## config.mk

```make
export PLATFORM = sky130hd
export DESIGN_NAME = tga_rle_pixel_decoder_core
export DESIGN_NICKNAME = d
export VERILOG_FILES = /design/src/sv/trle_pkg.sv /design/src/sv/tga_rle_pixel_decoder_core.sv /design/src/sv/trle_front.sv /design/src/sv/trle_queue.sv /design/src/sv/trle_back.sv
export SDC_FILE = /design/constraint.sdc
export NUM_CORES = 1
export LEC_CHECK = 0
export BUFFER_PORTS_ARGS = -buffer_cell sky130_fd_sc_hd__buf_2
export CORE_MARGIN = 3
export CORE_UTILIZATION = 45
export DETAILED_ROUTE_END_ITERATION = 7
export SYNTH_ARGS = -nofsm -noshare
export SYNTH_HDL_FRONTEND = slang
export SYNTH_SLANG_ARGS = --single-unit
```

## constraint.sdc

```tcl
create_clock -name i_clk -period 11.8 [get_ports i_clk]
set_input_delay 1.77 -clock i_clk [delete_from_list [all_inputs] [get_ports i_clk]]
set_output_delay 1.77 -clock i_clk [all_outputs]
set_load 0.005 [all_outputs]
```

## src/sv/trle_pkg.sv

```systemverilog
package trle_pkg;

    localparam int unsigned QUEUE_DEPTH_DEF = 4;

    localparam logic [7:0]  RUN_FLAG    = 8'h80;
    localparam logic [7:0]  COUNT_MASK  = 8'h7F;
    localparam logic [15:0] WORD15_MASK = 16'h7FFF;

    localparam int unsigned CFG_ADDR_W = 4;

    // Register indexes on the configuration port.
    localparam logic [1:0] REG_BYTES_PER_PIXEL  = 2'd0;
    localparam logic [1:0] REG_RUN_LENGTH_CODED = 2'd1;
    localparam logic [1:0] REG_PIXEL_TOTAL      = 2'd2;

    // Decoding settings shared by the front and the back.
    typedef struct packed {
        logic [2:0] size;
        logic       coded;
    } t_cfg;

    // One word passed from the front to the back.
    typedef struct packed {
        logic        is_header;
        logic        packet_end;
        logic [7:0]  count;
        logic [31:0] assembly;
    } t_entry;

    // Pixel size as decoded: zero acts as one byte, five to seven as four.
    function automatic logic [2:0] size_in_use(input logic [2:0] raw);
        logic [2:0] s;
        s = raw;
        if (raw == 3'd0) s = 3'd1;
        else if (raw > 3'd4) s = 3'd4;
        return s;
    endfunction

endpackage

```

## src/sv/tga_rle_pixel_decoder_core.sv

```systemverilog
// TGA run-length pixel decoder.
// Input channel: one byte of image pixel data per word, written with push
// while full is low. Result channel: one decoded pixel per word, with its
// repeat count and a last flag, read with pop while empty is low.
// Configuration goes through the APB-style port: bytes per pixel at 0x0,
// run-length coding enable at 0x4 and the pixel total at 0x8. Any write,
// also one to an unused address, restarts decoding at a new image.
// The input takes one byte per cycle while full is low. Header bytes and the leading
// bytes of a pixel give no result; the byte that completes a pixel reaches
// the result ports through the front-to-back queue and then the output
// register.
// Reset empties the queue and the output register, loads the register
// defaults (one byte per pixel, raw data, one pixel) and waits for a
// new image. While the receiver holds off pop, the output register keeps
// its pixel, the queue fills behind it, and full rises once it is full.
module tga_rle_pixel_decoder_core #(
    parameter int unsigned QUEUE_DEPTH = trle_pkg::QUEUE_DEPTH_DEF
) (
    input  logic                          i_clk,
    input  logic                          i_rst_n,
    // Configuration port.
    input  logic                          psel,
    input  logic                          penable,
    input  logic                          pwrite,
    input  logic [trle_pkg::CFG_ADDR_W-1:0] paddr,
    input  logic [31:0]                   pwdata,
    output logic [31:0]                   prdata,
    output logic                          pready,
    // Byte input.
    input  logic                          push,
    output logic                          full,
    input  logic [7:0]                    i_data_byte,
    // Pixel output.
    output logic                          empty,
    input  logic                          pop,
    output logic [31:0]                   o_pixel_word,
    output logic [7:0]                    o_repeat_count,
    output logic                          o_last
);
    import trle_pkg::*;

    logic [2:0]  r_bytes_per_pixel;
    logic        r_run_length_coded;
    logic [31:0] r_pixel_total;

    logic        cfg_write;
    logic [1:0]  reg_index;
    t_cfg        cfg;

    logic        byte_accept;
    logic        front_valid;
    t_entry      front_entry;
    logic        queue_full;
    logic        queue_valid;
    t_entry      queue_entry;
    logic        back_take;

    assign pready    = 1'b1;
    assign cfg_write = psel && penable && pwrite;
    assign reg_index = paddr[3:2];

    always_ff @(posedge i_clk) begin
        if (!i_rst_n) begin
            r_bytes_per_pixel  <= 3'd1;
            r_run_length_coded <= 1'b0;
            r_pixel_total      <= 32'd1;
        end else if (cfg_write) begin
            unique case (reg_index)
                REG_BYTES_PER_PIXEL:  r_bytes_per_pixel  <= pwdata[2:0];
                REG_RUN_LENGTH_CODED: r_run_length_coded <= pwdata[0];
                REG_PIXEL_TOTAL:      r_pixel_total      <= pwdata;
                default: ;
            endcase
        end
    end

    always_comb begin
        unique case (reg_index)
            REG_BYTES_PER_PIXEL:  prdata = {29'd0, r_bytes_per_pixel};
            REG_RUN_LENGTH_CODED: prdata = {31'd0, r_run_length_coded};
            REG_PIXEL_TOTAL:      prdata = r_pixel_total;
            default:              prdata = 32'd0;
        endcase
    end

    assign cfg.size  = size_in_use(r_bytes_per_pixel);
    assign cfg.coded = r_run_length_coded;

    // The front only advances when the queue can take whatever it produces.
    assign full        = queue_full;
    assign byte_accept = push && !queue_full;

    trle_front u_front (
        .i_clk         (i_clk),
        .i_rst_n       (i_rst_n),
        .i_restart     (cfg_write),
        .i_cfg         (cfg),
        .i_valid       (byte_accept),
        .i_data_byte   (i_data_byte),
        .o_entry_valid (front_valid),
        .o_entry       (front_entry)
    );

    trle_queue #(
        .DEPTH (QUEUE_DEPTH)
    ) u_queue (
        .i_clk   (i_clk),
        .i_rst_n (i_rst_n),
        .i_flush (cfg_write),
        .i_write (front_valid),
        .i_entry (front_entry),
        .o_full  (queue_full),
        .o_valid (queue_valid),
        .o_entry (queue_entry),
        .i_take  (back_take)
    );

    trle_back u_back (
        .i_clk          (i_clk),
        .i_rst_n        (i_rst_n),
        .i_restart      (cfg_write),
        .i_cfg          (cfg),
        .i_pixel_total  (r_pixel_total),
        .i_entry_valid  (queue_valid),
        .i_entry        (queue_entry),
        .o_entry_take   (back_take),
        .i_pop          (pop),
        .o_empty        (empty),
        .o_pixel_word   (o_pixel_word),
        .o_repeat_count (o_repeat_count),
        .o_last         (o_last)
    );

endmodule

```

## src/sv/trle_front.sv

```systemverilog
module trle_front (
    input  logic            i_clk,
    input  logic            i_rst_n,
    input  logic            i_restart,
    input  trle_pkg::t_cfg  i_cfg,
    input  logic            i_valid,
    input  logic [7:0]      i_data_byte,
    output logic            o_entry_valid,
    output trle_pkg::t_entry o_entry
);
    import trle_pkg::*;

    logic        r_expect_header, n_expect_header;
    logic        r_packet_is_run, n_packet_is_run;
    logic [7:0]  r_packet_left,   n_packet_left;
    logic [1:0]  r_byte_position, n_byte_position;
    logic [31:0] r_assembly,      n_assembly;

    logic [31:0] assembly_next;
    logic        pixel_done;
    logic [7:0]  count;
    logic [7:0]  left_after;

    assign assembly_next = r_assembly | ({24'd0, i_data_byte} << {r_byte_position, 3'b000});
    assign pixel_done    = ({1'b0, r_byte_position} + 3'd1) >= i_cfg.size;
    assign count         = (i_data_byte & COUNT_MASK) + 8'd1;

    always_comb begin
        n_expect_header = r_expect_header;
        n_packet_is_run = r_packet_is_run;
        n_packet_left   = r_packet_left;
        n_byte_position = r_byte_position;
        n_assembly      = r_assembly;
        o_entry_valid   = 1'b0;
        o_entry         = '0;
        left_after      = 8'd0;

        if (i_valid) begin
            if (i_cfg.coded && r_expect_header) begin
                n_packet_is_run  = (i_data_byte & RUN_FLAG) != 8'd0;
                n_packet_left    = count;
                n_expect_header  = 1'b0;
                n_byte_position  = 2'd0;
                n_assembly       = 32'd0;
                o_entry_valid    = 1'b1;
                o_entry.is_header = 1'b1;
                o_entry.count    = count;
            end else if (!pixel_done) begin
                n_byte_position = r_byte_position + 2'd1;
                n_assembly      = assembly_next;
            end else begin
                n_byte_position  = 2'd0;
                n_assembly       = 32'd0;
                o_entry_valid    = 1'b1;
                o_entry.assembly = assembly_next;
                o_entry.count    = 8'd1;
                if (i_cfg.coded) begin
                    if (r_packet_is_run) begin
                        o_entry.count = r_packet_left;
                        left_after    = 8'd0;
                    end else begin
                        left_after = (r_packet_left != 8'd0) ? r_packet_left - 8'd1 : 8'd0;
                    end
                    n_packet_left      = left_after;
                    o_entry.packet_end = (left_after == 8'd0);
                    if (left_after == 8'd0) n_expect_header = 1'b1;
                end
            end
        end

        if (i_restart) begin
            n_expect_header = 1'b1;
            n_packet_is_run = 1'b0;
            n_packet_left   = 8'd0;
            n_byte_position = 2'd0;
            n_assembly      = 32'd0;
        end
    end

    always_ff @(posedge i_clk) begin
        if (!i_rst_n) begin
            r_expect_header <= 1'b1;
            r_packet_is_run <= 1'b0;
            r_packet_left   <= 8'd0;
            r_byte_position <= 2'd0;
            r_assembly      <= 32'd0;
        end else begin
            r_expect_header <= n_expect_header;
            r_packet_is_run <= n_packet_is_run;
            r_packet_left   <= n_packet_left;
            r_byte_position <= n_byte_position;
            r_assembly      <= n_assembly;
        end
    end

endmodule

```

## src/sv/trle_queue.sv

```systemverilog
module trle_queue #(
    parameter int unsigned DEPTH = trle_pkg::QUEUE_DEPTH_DEF
) (
    input  logic             i_clk,
    input  logic             i_rst_n,
    input  logic             i_flush,
    input  logic             i_write,
    input  trle_pkg::t_entry i_entry,
    output logic             o_full,
    output logic             o_valid,
    output trle_pkg::t_entry o_entry,
    input  logic             i_take
);
    import trle_pkg::*;

    localparam int unsigned PTR_W = (DEPTH > 1) ? $clog2(DEPTH) : 1;
    localparam int unsigned CNT_W = $clog2(DEPTH + 1);
    localparam logic [PTR_W-1:0] LAST_PTR = PTR_W'(DEPTH - 1);
    localparam logic [CNT_W-1:0] FULL_CNT = CNT_W'(DEPTH);

    t_entry           r_mem [DEPTH];
    logic [PTR_W-1:0] r_wr, n_wr;
    logic [PTR_W-1:0] r_rd, n_rd;
    logic [CNT_W-1:0] r_cnt, n_cnt;
    logic             do_write, do_take;

    assign o_full   = (r_cnt == FULL_CNT);
    assign o_valid  = (r_cnt != '0);
    assign o_entry  = r_mem[r_rd];
    assign do_write = i_write && !o_full;
    assign do_take  = i_take && o_valid;

    always_comb begin
        n_wr  = r_wr;
        n_rd  = r_rd;
        n_cnt = r_cnt;
        if (do_write) n_wr = (r_wr == LAST_PTR) ? '0 : r_wr + PTR_W'(1);
        if (do_take)  n_rd = (r_rd == LAST_PTR) ? '0 : r_rd + PTR_W'(1);
        if (do_write && !do_take) n_cnt = r_cnt + CNT_W'(1);
        else if (!do_write && do_take) n_cnt = r_cnt - CNT_W'(1);
        if (i_flush) begin
            n_wr  = '0;
            n_rd  = '0;
            n_cnt = '0;
        end
    end

    always_ff @(posedge i_clk) begin
        if (!i_rst_n) begin
            r_wr  <= '0;
            r_rd  <= '0;
            r_cnt <= '0;
        end else begin
            r_wr  <= n_wr;
            r_rd  <= n_rd;
            r_cnt <= n_cnt;
        end
    end

    always_ff @(posedge i_clk) begin
        if (do_write) r_mem[r_wr] <= i_entry;
    end

endmodule

```

## src/sv/trle_back.sv

```systemverilog
module trle_back (
    input  logic             i_clk,
    input  logic             i_rst_n,
    input  logic             i_restart,
    input  trle_pkg::t_cfg   i_cfg,
    input  logic [31:0]      i_pixel_total,
    input  logic             i_entry_valid,
    input  trle_pkg::t_entry i_entry,
    output logic             o_entry_take,
    input  logic             i_pop,
    output logic             o_empty,
    output logic [31:0]      o_pixel_word,
    output logic [7:0]       o_repeat_count,
    output logic             o_last
);
    import trle_pkg::*;

    logic [32:0] r_remaining, n_remaining;
    logic        r_out_valid, n_out_valid;
    logic [31:0] r_pixel_word;
    logic [7:0]  r_repeat_count;
    logic        r_last;

    logic [32:0] rem_loaded;
    logic [32:0] count_wide;
    logic [31:0] word;
    logic        last_bit;
    logic [31:0] a;

    assign a          = i_entry.assembly;
    assign rem_loaded = (r_remaining != 33'd0) ? r_remaining
                      : ((i_pixel_total != 32'd0) ? {1'b0, i_pixel_total} : 33'd1);
    assign count_wide = {25'd0, i_entry.count};
    assign o_entry_take = i_entry_valid && (!r_out_valid || i_pop);

    // Reorder blue-green-red into red-green-blue; two-byte pixels are masked to 15 bits only when not run-length coded.
    always_comb begin
        unique case (i_cfg.size)
            3'd1:    word = {24'd0, a[7:0]};
            3'd2:    word = i_cfg.coded ? {16'd0, a[15:0]} : {16'd0, a[15:0] & WORD15_MASK};
            3'd3:    word = {8'd0, a[7:0], a[15:8], a[23:16]};
            default: word = {a[31:24], a[7:0], a[15:8], a[23:16]};
        endcase
    end

    always_comb begin
        n_remaining = r_remaining;
        n_out_valid = r_out_valid && !i_pop;
        last_bit    = 1'b0;
        if (o_entry_take) begin
            if (i_entry.is_header) begin
                n_remaining = (rem_loaded > count_wide) ? rem_loaded - count_wide : 33'd0;
            end else begin
                n_out_valid = 1'b1;
                if (i_cfg.coded) begin
                    last_bit = i_entry.packet_end && (r_remaining == 33'd0);
                end else begin
                    n_remaining = rem_loaded - 33'd1;
                    last_bit    = (n_remaining == 33'd0);
                end
            end
        end
        if (i_restart) begin
            n_remaining = 33'd0;
            n_out_valid = 1'b0;
        end
    end

    always_ff @(posedge i_clk) begin
        if (!i_rst_n) begin
            r_remaining <= 33'd0;
            r_out_valid <= 1'b0;
        end else begin
            r_remaining <= n_remaining;
            r_out_valid <= n_out_valid;
        end
    end

    always_ff @(posedge i_clk) begin
        if (o_entry_take && !i_entry.is_header) begin
            r_pixel_word   <= word;
            r_repeat_count <= i_entry.count;
            r_last         <= last_bit;
        end
    end

    assign o_empty        = !r_out_valid;
    assign o_pixel_word   = r_pixel_word;
    assign o_repeat_count = r_repeat_count;
    assign o_last         = r_last;

endmodule
```

==> impl_metrics.json, run 1 <==
{
  "fmax_mhz": 171,
  "htree_levels": 2,
  "synth-main-ff-cell": "edfxtp_1",
  "ir_drop_mv": 0.122,
  "nFillCells": 3081,
  "fin_tns_setup_ps": 0,
  "p_per_area_mw_per_mm2": 228,
  "cts_setup_buffers": 0,
  "die_w_um": 195,
  "fin_total_pwr_w": 0.00421,
  "n_antenna_cell": 0,
  "slew_headroom_pct": 30.9,
  "finClkSkew_ps": 40.2,
  "path_max_fanout": 17,
  "die_y_um": 195,
  "postCtsHoldBufs": 0,
  "worst_pin_slew_ps": 1030,
  "drt_first_pass_iters": 6,
  "synth_top_cell_by_area": "edfxtp_1",
  "r2r-start": "u_back.r_remaining[17]",
  "cts.clk_slew.worst_paths_ps": 60,
  "hold_viol_final": 0,
  "die_area_mm2": 0.0381,
  "layout_min_cycle_time_ps": 5840,
  "worst_hold_path_type": "flop to flop",
  "crit_type": "flop to flop",
  "min_from": "u_front.r_assembly[19]",
  "yosys_warnings": 0,
  "whs_ps": 508,
  "outcome": "complete, no violations",
  "cp_top_family": "compound AO/OA/AOI/OAI gates",
  "clk_latency_ps": 560,
  "synth_area_mm2": 0.0161,
  "synthArstFlopShare_pct": 0,
  "antenna_found_initial": 0,
  "cp-end-kind": "flop",
  "netlist.area_leader.share_pct": 38.9,
  "area_delta_synth_final_pct": 14.4,
  "cts_made_buffers": 38,
  "worst-path-buf-inv": 0,
  "overflow": 0,
  "grt_max_degree": 54,
  "yosysSeqAreaShare_pct": 54.2,
  "cts_tree": "yes",
  "fp-row-count": 68,
  "syn_nets": 1547,
  "cts_sinks": 332,
  "num_io_pins": 127,
  "synth-edff-count": 209,
  "setup_viol": 0,
  "cp-start-kind": "flop",
  "portBuffers": 123,
  "fin_nets": 1647,
  "drcViolationCount": 0,
  "gr-usage-all-layers_pct": 22.2,
  "ant_nets": 0,
  "max_cap_violations": 0,
  "coreArea_mm2": 0.0350,
  "final_cell_mix": "edfxtp_1 (209), nor2_1 (171), buf_2 (123)",
  "cpMaxStageDelayCell": "a2111oi_4",
  "post_cts_resized": 0,
  "crit_arrival_ps": 6280,
  "avgSynthCellArea_um2": 11.0,
  "wl_per_cell_um": 20.9,
  "final_common_cell": "edfxtp_1",
  "synth.area.top_cells": "edfxtp_1 (39%), dfxtp_1 (15%), mux4_2 (5.7%)",
  "drt_iter0_drc": 875,
  "routed_wirelength_mm": 43.1,
  "syn_inst": 1472,
  "viasPerCell": 5.86,
  "grt_pass1_wl_mm": 67.7,
  "cpPeakStageDelay_ps": 740,
  "rsz0062_at_grt": "false",
  "clockRootBuffer": "clkbuf_16",
  "dp_hpwl_mm": 28.8,
  "ys_types": 81,
  "crit_start": "u_back.r_remaining[17]",
  "grt_pass1_vias": 11800,
  "initial_core_util_pct": 46.1,
  "crit_required_ps": 12240,
  "cts_max_path_buffers": 3,
  "drive_gt1_share_pct": 18.4,
  "finalMaxSlewViolations": 0,
  "fin_crit_sh_pct": 49.5,
  "crit_chain": "or4_4, or4_4, nor3_4, a21o_1, ha_1, a21o_1, a21oi_1, o21ai_0, maj3_1, a2111oi_4, nand2_1, a2111oi_1, xnor2_1, a221oi_1, nor2_1",
  "leakage_nw": 6.59,
  "synth-seq-cells": 332,
  "gp_congestion": 0.955,
  "vias": 12100
}
path summary, 6_finish.rpt:
path	cells after the start	to	slack, ps
max	15	u_back.r_remaining[26]	5960
max reg2reg	15	u_back.r_remaining[26]	5960
min reg2reg	2	u_front.r_assembly[19]	510
min	2	u_front.r_assembly[19]	510
cell usage after synthesis, drive strengths merged (22+ instances only):
library cell	count
edfxtp	209
nor2	172
dfxtp	123
a21oi	120
nand2	117
o21ai	77
clkbuf	67
and2	47
mux4	41
nor3	41
a22oi	38
a21boi	35
xnor2	32
inv	29
nor2b	28
nor4	28
xor2	25
nand3	23
ha	22
routing by layer:
layer	global-route usage, %	vias to the layer above	part of all wire, %
met5	0	-	0
met4	7.50	0	3.0
met3	3.95	84	5.9
met2	36.6	395	48
met1	29.9	5916	43
li1	-	5655	-
sequential cells by signal, summed over array words and instances (netlist names), named ones only:
name / flops
u_front.r_expect_header: 1
u_front.r_packet_left: 8
u_back.o_repeat_count: 8
u_front.r_assembly: 32
r_pixel_total: 32
u_back.r_out_valid: 1
u_queue.r_cnt: 3
u_back.o_pixel_word: 32
u_queue.r_rd: 2
u_front.r_byte_position: 2
u_front.r_packet_is_run: 1
u_queue.r_wr: 2
r_run_length_coded: 1
u_back.o_last: 1
u_back.r_remaining: 33
u_queue.r_mem: 168
r_bytes_per_pixel: 3
through the flow:
stage / util, % / setup slack, ps / cell area [µm²] / std cells
2_1_floorplan: - / 6750 / 16100 / 1472
3_3_place_gp: 49.1 / 6050 / 17200 / 1987
3_5_place_dp: 49.1 / 6040 / 17200 / 1987
4_1_cts: 52.7 / 6040 / 18400 / 2057
5_1_grt: 52.7 / 5540 / 18400 / 2057
6_report: 52.7 / 5960 / 18400 / 2057
final cells by class:
type                       instances  area (µm²)  share of cell area, %
sequential                       332        8740                   47.4
inverter                          29         109                  0.590
multi-input combinational       1026        6970                   37.8
clock buffer                      51        1050                   5.69
timing repair buffer             145         781                   4.23
tap                              455         569                   3.09
clock inverter                    19         221                   1.20
cells by family (layout without fill, tap and decap cells):
| logic type | count (synthesis) | after routing | share of synthesized area, % |
|---|---|---|---|
| simple gates | 533 | 533 | 16.8 |
| compound gates | 343 | 343 | 13.5 |
| flops | 332 | 332 | 54.2 |
| buf+inv | 114 | 244 | 2.87 |
| mux | 67 | 67 | 7.45 |
| xor+xnor | 57 | 57 | 3.10 |
| fa+ha+maj | 25 | 25 | 2.02 |
| other cells | 1 | 1 | 0.0232 |
worst reg2reg max path: stages, from the launching register on:
cell and delay [ps]:
dfxtp_1 390, or4_4 620, or4_4 600, nor3_4 560, a21o_1 340, ha_1 320, a21o_1 200, a21oi_1 210
o21ai_0 210, maj3_1 460, a2111oi_4 740, nand2_1 200, a2111oi_1 470, xnor2_1 130, a221oi_1 250, nor2_1 90
power by group:
group	switching (W)	internal (W)	leakage, nW	total [W]
Clock	0.000481	0.000700	0.614	0.00118
Sequential	0.000102	0.00143	2.98	0.00153
Combinational	0.000921	0.000575	3.00	0.00150
No activity file was read; power rests on OpenSTA's default activity.
==> run 2: changes to the inputs <==
Settings changed: ABC_AREA from default to 1.
Clock period 11.8 ns to 5.8 ns, I/O delays scaled along.
==> impl_metrics.json, run 2 <==
{
  "largest-register": "u_queue.r_mem",
  "cts_tree": "yes",
  "leakage_nw": 7.70,
  "ys_types": 51,
  "synth.most_common_cell": "nand2_1",
  "path_max_fanout": 84,
  "cts_made_buffers": 37,
  "cts.clk_slew.worst_paths_ps": 60,
  "yosysSeqAreaShare_pct": 52.8,
  "clkPwrFrac_pct": 21.4,
  "syn_inst": 1974,
  "vias": 14000,
  "cts_setup_buffers": 0,
  "wl_per_cell_um": 19.2,
  "fin_tns_setup_ps": 0,
  "gp_congestion": 0.981,
  "drcViolationCount": 0,
  "clk_latency_ps": 530,
  "synth.area.top_cells": "edfxtp_1 (38%), dfxtp_1 (15%), nand2_1 (8.8%)",
  "antenna_found_initial": 0,
  "drt_first_pass_iters": 5,
  "cts_sinks": 332,
  "layout_min_cycle_time_ps": 4460,
  "synth-edff-count": 209,
  "crit_type": "flop to flop",
  "num_io_pins": 127,
  "initial_core_util_pct": 46.0,
  "cp-end-kind": "flop",
  "p_comb_share_pct": 48.6,
  "ir_drop_mv": 0.320,
  "crit_chain": "buf_4, a21oi_1, a32oi_1, inv_1, ha_1, nand2_1, o21ai_0, a21oi_1, o21bai_1, nand2_1, nand3b_1, nand2_1, inv_2, nand2_1, nand2_1, inv_1, nand4_2, nand2_4, inv_4, nand3_1, a21oi_1",
  "whs_ps": 462,
  "fin_crit_sh_pct": 77.0,
  "cpPeakStageDelay_ps": 740,
  "slew_headroom_pct": 27.1,
  "nFillCells": 3441,
  "outcome": "complete, no violations",
  "crit_required_ps": 6260,
  "clockRootBuffer": "clkbuf_16",
  "largest_register_ffs": 168,
  "fin_ws_ps": 1340,
  "ant_nets": 0,
  "switching_share_pct": 45.6,
  "syn_nets": 2049,
  "gr-usage-all-layers_pct": 25.1,
  "r2r_slack_ps": 1340,
  "final_common_cell": "nand2_1",
  "netlist.area_leader.share_pct": 38.0,
  "grt_max_degree": 85,
  "rsz0062_at_grt": "false",
  "area_delta_synth_final_pct": 13.3,
  "setup_viol": 0,
  "portBuffers": 123,
  "htree_levels": 2,
  "coreArea_mm2": 0.0359,
  "ys_top_cells_by_count": "nand2_1 (388), nor2_1 (316), edfxtp_1 (209), inv_1 (175), o21ai_0 (171)",
  "cpMaxStageDelayCell": "buf_4",
  "fin_cells": 2567,
  "postCtsHoldBufs": 0,
  "viasPerCell": 5.47,
  "crit_arrival_ps": 4920,
  "reg_top3": "u_queue.r_mem x168, u_back.r_remaining x33",
  "dp_hpwl_mm": 34.1,
  "cp-start-kind": "flop",
  "synth-seq-cells": 332,
  "worst_pin_slew_ps": 1090,
  "cell_internal_pwr_w": 0.00572,
  "max_cap_violations": 0,
  "yosys_warnings": 0,
  "finClkSkew_ps": 17.5,
  "cts_max_path_buffers": 3,
  "fin_nets": 2152,
  "post_cts_resized": 0,
  "cp_top_family": "buffers and inverters",
  "worst-path-buf-inv": 5,
  "die_y_um": 198,
  "synth_top_cell_by_area": "edfxtp_1",
  "synth_area_mm2": 0.0165,
  "grt_pass1_wl_mm": 76.6,
  "synthArstFlopShare_pct": 0,
  "finalMaxSlewViolations": 0,
  "synth-main-ff-cell": "edfxtp_1",
  "die_area_mm2": 0.0391,
  "fp-row-count": 69,
  "overflow": 0,
  "fin_total_pwr_w": 0.0105,
  "drive_gt1_share_pct": 13.5,
  "place_ws_ps": 1450,
  "dp.cells": 2499,
  "worst_hold_path_type": "flop to flop",
  "fmax_mhz": 224,
  "hold_viol_final": 0,
  "drt_iter0_drc": 1209,
  "switchingPower_w": 0.00481,
  "die_w_um": 198,
  "p_per_area_mw_per_mm2": 562,
  "avgSynthCellArea_um2": 8.38,
  "p_seq_share_pct": 30.0,
  "final_cell_mix": "nand2_1 (388), nor2_1 (311), edfxtp_1 (209)",
  "routed_wirelength_mm": 49.2,
  "crit_top_cell": "nand2_1",
  "grt_pass1_vias": 13300
}
==> run 2: cell types whose count changed after synthesis, moves of 19 or more <==
cell      before  now
inv_1         29  175
mux4_2        41    0
o21bai_1       0   23
a22oi_1       37    1
a21boi_0      35    0
a21oi_1      119  167
and2_1        46    0
o21ai_0       73  171
xnor2_1       32    2
nor2_1       172  316
nor4_1        21    2
nand2_1      117  388
nor2b_1       28    0
nand3_1       21   78
==> run 2: routing by layer <==
layer / wire, µm / part of all wire, % / track usage [%]
met3: 3990 / 8.1 / 5.60
met2: 20300 / 41 / 36.0
met1: 24100 / 49 / 38.9
met4: 842 / 1.7 / 5.74
met5: 0 / 0 / 0
==> run 2: stage by stage <==
step                instance area, µm²  utilization (%)
global route                     18700             52.2
finish                           18700             52.2
floorplan                        16500                -
detailed placement               17600             49.0
global placement                 17600             49.0
CTS                              18700             52.2
==> run 2: final timing paths <==
| kind | from | to | depth (start not counted) |
|---|---|---|---|
| worst min-delay path | u_front.r_assembly[28] | u_front.r_assembly[28] | 2 |
| worst max register to register | flop | u_back.r_remaining[11] | 21 |
| worst min register to register | u_front.r_assembly[28] | u_front.r_assembly[28] | 2 |
| worst max-delay path | flop | u_back.r_remaining[11] | 21 |
==> run 2: final cells by class <==
type,instances,area (µm²),area share [%]
inverter,190,716,3.82
sequential,332,8740,46.6
multi-input combinational,1370,6760,36.1
antenna,1,2.50,0.0134
tap,461,577,3.08
clock buffer,50,1010,5.37
clock inverter,17,146,0.781
timing repair buffer,146,788,4.21
==> run 2: logic make-up (layout without fill, tap and decap cells) <==
family	Yosys count	in the layout	share of synthesized area (%)
AO/OA/AOI/OAI	433	433	14.7
XOR/XNOR	25	25	1.32
adder cells (fa/ha/maj)	24	24	1.91
buffers and inverters	272	403	6.54
flip-flops	332	332	52.8
multiplexers	1	1	0.0605
other	1	2	0.0227
AND/OR/NAND/NOR	886	886	22.6
==> run 2: tightest hold or removal path: stages (launching register included) <==
cell and delay, ps:
dfxtp_1 300, nand2_1 60, a21oi_1 60
==> run 2: power by group through the flow <==
stage	clock, W	combinational [W]	sequential (W)
2_1_floorplan	0	0.00344	0.00319
4_1_cts	0.00230	0.00502	0.00315
5_1_grt	0.00239	0.00566	0.00320
3_3_place_gp	0	0.00497	0.00319
6_report	0.00226	0.00512	0.00316
3_5_place_dp	0	0.00499	0.00320
